File: src/rtl/drt_pkg.sv
// Shared types, constants and helpers of the daily relay time switch.
package drt_pkg;

	// Width of the packed channel setup register.
	localparam int SETUP_W = 46;

	// Width of the millisecond counter and of the duration stamps.
	localparam int MS_W = 32;

	// Seconds in the setup register are scaled to milliseconds.
	localparam int MS_PER_S = 1000;

	// First hour value that can never match.
	localparam logic [4:0] HOURS_PER_DAY = 5'd24;

	// Value of the last minute register when no minute has been seen.
	localparam logic [6:0] NO_MINUTE = 7'd127;

	// Packed layout of one channel setup register, most significant field first.
	typedef struct packed {
		logic [21:0] dur_sec;
		logic        dur_mode;
		logic        enable;
		logic [5:0]  end_min;
		logic [4:0]  end_hour;
		logic [5:0]  start_min;
		logic [4:0]  start_hour;
	} setup_t;

	// Commands that one channel lane hands back to the top level.
	typedef struct packed {
		logic turn_on;
		logic turn_off;
		logic stamp_set;
		logic stamp_clr;
	} lane_res_t;

	// A time of day matches only when both hours lie inside the day.
	function automatic logic time_match(input logic [4:0] h, input logic [5:0] m,
			input logic [4:0] rh, input logic [5:0] rm);
		time_match = (h < HOURS_PER_DAY) && (rh < HOURS_PER_DAY) && (h == rh) && (m == rm);
	endfunction

endpackage

File: src/rtl/drt_setup.sv
// Channel setup registers and the precomputed duration limits in milliseconds.
module drt_setup import drt_pkg::*; #(
	parameter int CHANNELS  = 8,
	parameter int CFG_IDX_W = 4
) (
	input  logic                 clk,
	input  logic                 arst_n,
	input  logic                 wr_en,
	input  logic [CFG_IDX_W-1:0] wr_index,
	input  logic [SETUP_W-1:0]   wr_data,
	output setup_t               setup   [CHANNELS],
	output logic [MS_W-1:0]      limit   [CHANNELS]
);

	setup_t          setup_q [CHANNELS];
	logic [MS_W-1:0] limit_q [CHANNELS];
	setup_t          wr_setup;
	logic [MS_W-1:0] wr_limit;

	// The limit is worked out once at write time; even the largest duration fits in 32 bits.
	always_comb begin
		wr_setup = setup_t'(wr_data);
		wr_limit = MS_W'({10'd0, wr_setup.dur_sec} * MS_W'(MS_PER_S));
	end

	// One register per channel; indexes beyond the channel count are dropped.
	for (genvar i = 0; i < CHANNELS; i++) begin : g_reg
		always_ff @(posedge clk or negedge arst_n) begin
			if (!arst_n) begin
				setup_q[i] <= '0;
				limit_q[i] <= '0;
			end else if (wr_en && (wr_index == CFG_IDX_W'(i))) begin
				setup_q[i] <= wr_setup;
				limit_q[i] <= wr_limit;
			end
		end
		assign setup[i] = setup_q[i];
		assign limit[i] = limit_q[i];
	end

endmodule

File: src/rtl/drt_lane.sv
// Decision logic of one relay channel for one tick.
module drt_lane import drt_pkg::*; (
	input  setup_t          setup,
	input  logic [MS_W-1:0] limit,
	input  logic [MS_W-1:0] stamp,
	input  logic            clock_valid,
	input  logic            new_minute,
	input  logic [4:0]      hour,
	input  logic [5:0]      minute,
	input  logic [MS_W-1:0] now_ms,
	input  logic            relay_on,
	output lane_res_t       res
);

	logic            start_hit;
	logic            end_hit;
	logic [MS_W-1:0] elapsed;
	logic            expired;

	// Matches against the start and end times, and the elapsed on-time.
	always_comb begin
		start_hit = time_match(hour, minute, setup.start_hour, setup.start_min);
		end_hit   = time_match(hour, minute, setup.end_hour, setup.end_min);
		elapsed   = now_ms - stamp;
		expired   = setup.enable && setup.dur_mode && relay_on && (stamp != '0)
			&& (elapsed >= limit);
	end

	// A new minute runs the time matches; the same minute only runs the duration check.
	always_comb begin
		res = '0;
		if (clock_valid) begin
			if (!new_minute) begin
				res.turn_off  = expired;
				res.stamp_clr = expired;
			end else if (setup.enable) begin
				res.turn_on   = start_hit && !relay_on;
				res.stamp_set = start_hit && !relay_on && setup.dur_mode;
				// An end match sees a relay that was just turned on as on.
				res.turn_off  = !setup.dur_mode && end_hit && (relay_on || start_hit);
			end
		end
	end

endmodule

File: src/rtl/daily_relay_time_switch_unit.sv
// Top level of the daily relay time switch: input register, channel lanes, result register.
// A result is offered from the result register once its item has moved on from the input register.
// Throughput: one item per cycle while out_stall is low; the input register refills while a result waits.
// The per-channel stamp and last-minute state are updated as an item leaves the input stage.
// Reset clears all setup registers, stamps and pipeline valids, and marks no minute seen.
module daily_relay_time_switch_unit import drt_pkg::*; #(
	parameter int CHANNELS  = 8,
	parameter int CFG_IDX_W = $clog2(CHANNELS + 1)
) (
	input  logic                 clk,
	input  logic                 arst_n,
	input  logic                 cfg_valid,
	output logic                 cfg_ready,
	input  logic [CFG_IDX_W-1:0] cfg_index,
	input  logic [SETUP_W-1:0]   cfg_data,
	input  logic                 in_valid,
	output logic                 in_stall,
	input  logic                 clock_valid,
	input  logic [4:0]           hour,
	input  logic [5:0]           minute,
	input  logic [MS_W-1:0]      now_ms,
	input  logic [CHANNELS-1:0]  relay_states,
	output logic                 out_valid,
	input  logic                 out_stall,
	output logic [CHANNELS-1:0]  turn_on,
	output logic [CHANNELS-1:0]  turn_off
);

	setup_t              setup  [CHANNELS];
	logic [MS_W-1:0]     limit  [CHANNELS];
	logic [MS_W-1:0]     stamp_q [CHANNELS];
	lane_res_t           res    [CHANNELS];
	logic [CHANNELS-1:0] stamp_set;
	logic [CHANNELS-1:0] stamp_clr;

	logic                vld_s1;
	logic                clock_valid_s1;
	logic [4:0]          hour_s1;
	logic [5:0]          minute_s1;
	logic [MS_W-1:0]     now_ms_s1;
	logic [CHANNELS-1:0] relays_s1;

	logic                vld_s2;
	logic [CHANNELS-1:0] on_s2;
	logic [CHANNELS-1:0] off_s2;

	logic [6:0]          last_minute_q;
	logic                new_minute;
	logic                advance;
	logic                commit;

	// Configuration is always taken.
	assign cfg_ready = 1'b1;

	drt_setup #(
		.CHANNELS  (CHANNELS),
		.CFG_IDX_W (CFG_IDX_W)
	) u_setup (
		.clk      (clk),
		.arst_n   (arst_n),
		.wr_en    (cfg_valid && cfg_ready),
		.wr_index (cfg_index),
		.wr_data  (cfg_data),
		.setup    (setup),
		.limit    (limit)
	);

	// Pipeline flow: the input stage moves on whenever the result register is empty or its result is taken.
	assign advance  = !vld_s2 || !out_stall;
	assign in_stall = vld_s1 && !advance;
	assign commit   = vld_s1 && advance;

	// Input register.
	always_ff @(posedge clk or negedge arst_n) begin
		if (!arst_n) begin
			vld_s1 <= 1'b0;
		end else if (!in_stall) begin
			vld_s1 <= in_valid;
		end
	end

	always_ff @(posedge clk) begin
		if (in_valid && !in_stall) begin
			clock_valid_s1 <= clock_valid;
			hour_s1        <= hour;
			minute_s1      <= minute;
			now_ms_s1      <= now_ms;
			relays_s1      <= relay_states;
		end
	end

	// Only the minute is compared to detect a new minute.
	assign new_minute = ({1'b0, minute_s1} != last_minute_q);

	// One lane per channel.
	for (genvar i = 0; i < CHANNELS; i++) begin : g_lane
		drt_lane u_lane (
			.setup       (setup[i]),
			.limit       (limit[i]),
			.stamp       (stamp_q[i]),
			.clock_valid (clock_valid_s1),
			.new_minute  (new_minute),
			.hour        (hour_s1),
			.minute      (minute_s1),
			.now_ms      (now_ms_s1),
			.relay_on    (relays_s1[i]),
			.res         (res[i])
		);

		assign stamp_set[i] = res[i].stamp_set;
		assign stamp_clr[i] = res[i].stamp_clr;

		// Duration stamp of this channel.
		always_ff @(posedge clk or negedge arst_n) begin
			if (!arst_n) begin
				stamp_q[i] <= '0;
			end else if (commit && res[i].stamp_set) begin
				stamp_q[i] <= now_ms_s1;
			end else if (commit && res[i].stamp_clr) begin
				stamp_q[i] <= '0;
			end
		end
	end

	// Last seen minute, taken from valid ticks only.
	always_ff @(posedge clk or negedge arst_n) begin
		if (!arst_n) begin
			last_minute_q <= NO_MINUTE;
		end else if (commit && clock_valid_s1) begin
			last_minute_q <= {1'b0, minute_s1};
		end
	end

	// Result register.
	always_ff @(posedge clk or negedge arst_n) begin
		if (!arst_n) begin
			vld_s2 <= 1'b0;
		end else if (advance) begin
			vld_s2 <= vld_s1;
		end
	end

	always_ff @(posedge clk) begin
		if (commit) begin
			for (int i = 0; i < CHANNELS; i++) begin
				on_s2[i]  <= res[i].turn_on;
				off_s2[i] <= res[i].turn_off;
			end
		end
	end

	assign out_valid = vld_s2;
	assign turn_on   = on_s2;
	assign turn_off  = off_s2;

	// The input stage only holds an item back when it is full.
	a_stall_full: assert property (@(posedge clk) disable iff (!arst_n)
		in_stall |-> vld_s1)
		else $error("input stall raised with an empty input stage");

	// A channel never both starts and stops its duration stamp on one tick.
	a_stamp_excl: assert property (@(posedge clk) disable iff (!arst_n)
		(stamp_set & stamp_clr) == '0)
		else $error("duration stamp set and cleared together");

	// An invalid tick leaves the last minute alone; the lanes give no stamp commands for it either.
	a_invalid_quiet: assert property (@(posedge clk) disable iff (!arst_n)
		(commit && !clock_valid_s1) |=> $stable(last_minute_q))
		else $error("invalid tick changed the last minute");

	// A result that is held back keeps its masks.
	a_result_held: assert property (@(posedge clk) disable iff (!arst_n)
		(vld_s2 && out_stall) |=> (vld_s2 && $stable(on_s2) && $stable(off_s2)))
		else $error("stalled result changed");

endmodule

File: config.mk
export PLATFORM = sky130hd
export DESIGN_NAME = daily_relay_time_switch_unit
export DESIGN_NICKNAME = d
export VERILOG_FILES = /design/src/rtl/drt_pkg.sv /design/src/rtl/drt_setup.sv /design/src/rtl/drt_lane.sv /design/src/rtl/daily_relay_time_switch_unit.sv
export SDC_FILE = /design/constraint.sdc
export NUM_CORES = 2
export LEC_CHECK = 0
export ABC_CLOCK_PERIOD_IN_PS = 6100
export BUFFER_PORTS_ARGS = -buffer_cell sky130_fd_sc_hd__clkbuf_2
export CAP_MARGIN = 20
export CORE_ASPECT_RATIO = 1.4
export CORE_MARGIN = 1
export CORE_UTILIZATION = 45
export CTS_CLUSTER_SIZE = 25
export DETAILED_ROUTE_END_ITERATION = 8
export RECOVER_POWER = 25
export REMOVE_ABC_BUFFERS = 1
export SLEW_MARGIN = 5
export SYNTH_ARGS = -nofsm -noshare
export SYNTH_HDL_FRONTEND = slang
export SYNTH_HIERARCHICAL = 1
export SYNTH_SLANG_ARGS = --single-unit
File: constraint.sdc
create_clock -name clk -period 6.1 [get_ports clk]
set_input_delay 0.61 -clock clk [delete_from_list [all_inputs] [get_ports clk]]
set_output_delay 0.61 -clock clk [all_outputs]
set_load 0.1 [all_outputs]
==> impl_metrics.py <==
metrics = {
    "critical_path": {
        "path_class": "reg2reg",
        "r2r-end": "stamp_q[183]$_DFFE_PN0P_",
        "crit_path_top_delay_cell": "edfxtp_1",
        "crit_buf_inv": 3,
        "max_stage_delay_ps": 620,
        "cp_max_fo": 32,
        "cp-start-kind": "flip-flop",
        "required_ps": 6670,
        "r2r_setup_slack_ps": 280,
        "r2r_cells": 20,
        "path_cells": "inv_1 > ha_1 > inv_1 > fa_1 > a211oi_1 > o21ai_1 > a31oi_1 > nor4_1 > a211oi_1 > o31ai_1 > xor2_1 > ha_1 > nand4_1 > or2_2 > nor4_1 > o41ai_1 > a31oi_1 > buf_4 > o21ai_4 > a22o_1",
        "critPathTopFamily": "compound AO/OA/AOI/OAI gates",
        "arrival_ps": 6390,
        "cp.depth": 20,
        "r2r-start": "now_ms_s1[0]$_DFFE_PP_",
        "cp-end-kind": "flip-flop",
    },
    "sta": {
        "rsz0062_at_grt": "false",
        "max_freq_mhz": 172,
        "timing.final.crit_period_ps": 5820,
        "skew_ps": 30.9,
        "setup_viol": 0,
        "slew_headroom_pct": -134,
        "slew_violations": 699,
        "fin_setup_tns_ps": 0,
        "hold_viol": 0,
        "worst_pin_slew_ps": 3510,
        "period_share_pct": 95.4,
    },
    "die": {
        "rows": 152,
        "start_util_pct": 45.5,
        "io_pins": 126,
        "core-area_um2": 123000,
        "die_w_um": 300,
        "die_area_um2": 126000,
        "die_h_um": 419,
    },
    "synthesis": {
        "netlist_area_um2": 55900,
        "synthCells": 6292,
        "syn_avg_cell_area_um2": 8.89,
        "yosysWarnings": 6,
    },
    "power_and_ir_drop": {
        "power-per-cell-area_nw_per_um2": 368,
        "power_frac_comb_pct": 47.0,
        "internal_power_mw": 12.4,
        "peakVddDrop_v": 0.000613,
        "p_seq_share_pct": 29.8,
        "p_sw_share_pct": 45.3,
        "p_leak_nw": 28.3,
        "p_clk_share_pct": 23.1,
        "total_power_mw": 22.6,
        "power.switching_mw": 10.2,
    },
    "drt": {
        "firstDrtPassIters": 6,
        "drc": 0,
        "via_count": 46400,
        "ant_nets": 0,
        "wl_per_cell_um": 22.6,
        "drt_iter0_markers": 3723,
        "via_per_inst": 5.74,
        "routed_wl_mm": 183,
    },
    "global_routing": {
        "grt_pass1_wl_mm": 274,
        "grt_pass1_vias": 45200,
        "grt_max_degree": 165,
        "antenna_found_initial": 10,
        "grt_overflow": 0,
        "groute.usage.overall_pct": 28.9,
    },
    "clock_network": {
        "cts_buffers": 82,
        "cts_sinks": 757,
        "htree_levels": 3,
        "tritoncts": "built",
        "clock_latency_ps": 700,
        "cts-root-buf": "clkbuf_16",
        "clk_pin_slew_ps": 70,
        "cts_max_path_buffers": 3,
    },
    "finish": {
        "syn_to_final_growth_pct": 9.58,
        "finalInstanceArea_um2": 61300,
        "final_layout_size_suffix_gt1_share_pct": 9.21,
        "n_fill_cell": 11800,
        "layout.nets": 7144,
    },
    "job": {
        "drv_cap": 10,
    },
    "placement": {
        "dpl.hpwl_mm": 134,
        "routabilityCongestion": 0.947,
        "placed_area_um2": 58600,
        "io_buffers": 124,
    },
    "run_status": {
        "violations": "max-capacitance violations, max-slew violations",
        "outcome": "complete, but fails checks",
    },
    "min_path": {
        "hold_path.class": "in2reg",
        "min_path_cells": 1,
        "min_from": "hour[2]",
        "hold_path_end": "hour_s1[2]$_DFFE_PP_",
    },
}
sequential cells by signal, indices dropped and copies added, names as in the netlist:
name	count
stamp_q	256
u_setup/limit	216
u_setup/setup	208
now_ms_s1	32
relays_s1	8
turn_off	8
turn_on	8
last_minute_q	7
minute_s1	6
hour_s1	5
clock_valid_s1	1
out_valid	1
vld_s1	1
routing by layer:
layer,part of all wire (%),track usage [%],routed length (um)
met1,42,37.0,76400
met2,48,48.4,87300
met3,5.0,2.58,9150
met4,5.3,15.2,9680
met5,0,0,0
layout make-up:
| class | instances | area, um^2 | area share [%] |
|---|---|---|---|
| Multi-Input combinational cell | 4591 | 32800 | 53.4 |
| Timing Repair Buffer | 280 | 1930 | 3.15 |
| Inverter | 670 | 2510 | 4.10 |
| Tap cell | 1617 | 2020 | 3.30 |
| Clock buffer | 110 | 2320 | 3.79 |
| Sequential cell | 757 | 19300 | 31.5 |
| Antenna cell | 5 | 12.5 | 0.0204 |
| Clock inverter | 41 | 442 | 0.720 |
power groups by stage:
stage	combinational (mW)	clock (mW)	sequential [mW]
3_3_place_gp	10.3	0	6.79
6_report	10.6	5.23	6.74
3_5_place_dp	10.5	0	6.82
2_1_floorplan	5.57	0	6.69
5_1_grt	11.4	5.50	6.86
4_1_cts	10.5	5.32	6.73
timing repair:
action                     4_1_cts  5_1_grt
hold buffers                     1        0
setup endpoints to repair        0       64
buffers inserted                 0        0
resized for setup                0        3
hold endpoints to repair        49        0
worst max-delay path by stage:
stage | from | to | slack, ps
floorplan | cfg_data[30] | u_setup/limit[124]$_DFFE_PN0P_ | 1110
global placement | now_ms_s1[0]$_DFFE_PP_ | stamp_q[120]$_DFFE_PN0P_ | 20
detailed placement | now_ms_s1[0]$_DFFE_PP_ | stamp_q[123]$_DFFE_PN0P_ | 40
CTS | now_ms_s1[0]$_DFFE_PP_ | stamp_q[98]$_DFFE_PN0P_ | 5
global route | now_ms_s1[0]$_DFFE_PP_ | stamp_q[92]$_DFFE_PN0P_ | 30
finish | now_ms_s1[0]$_DFFE_PP_ | stamp_q[183]$_DFFE_PN0P_ | 280
per-stage QoR:
step           std cells  util [%]  hold WS, ps  setup slack, ps
2_1_floorplan       6017         -          314             1110
3_3_place_gp        7911      47.6          461             17.4
3_5_place_dp        7913      47.7          463             38.0
4_1_cts             8065      49.9         33.4             5.45
5_1_grt             8066      49.9         56.5             29.2
6_report            8071      49.9         82.0              283
layout by cell type, fill, tap and decap left out, types with 182 or more instances in the layout:
cell type,n
a21oi_1,319
a22o_1,256
dfrtp_1,682
ha_1,569
inv_1,670
nand2_1,1079
nor2_1,226
o21ai_0,277
xnor2_1,182
xor2_1,239
Note: power is estimated with default switching activity, not from simulation.
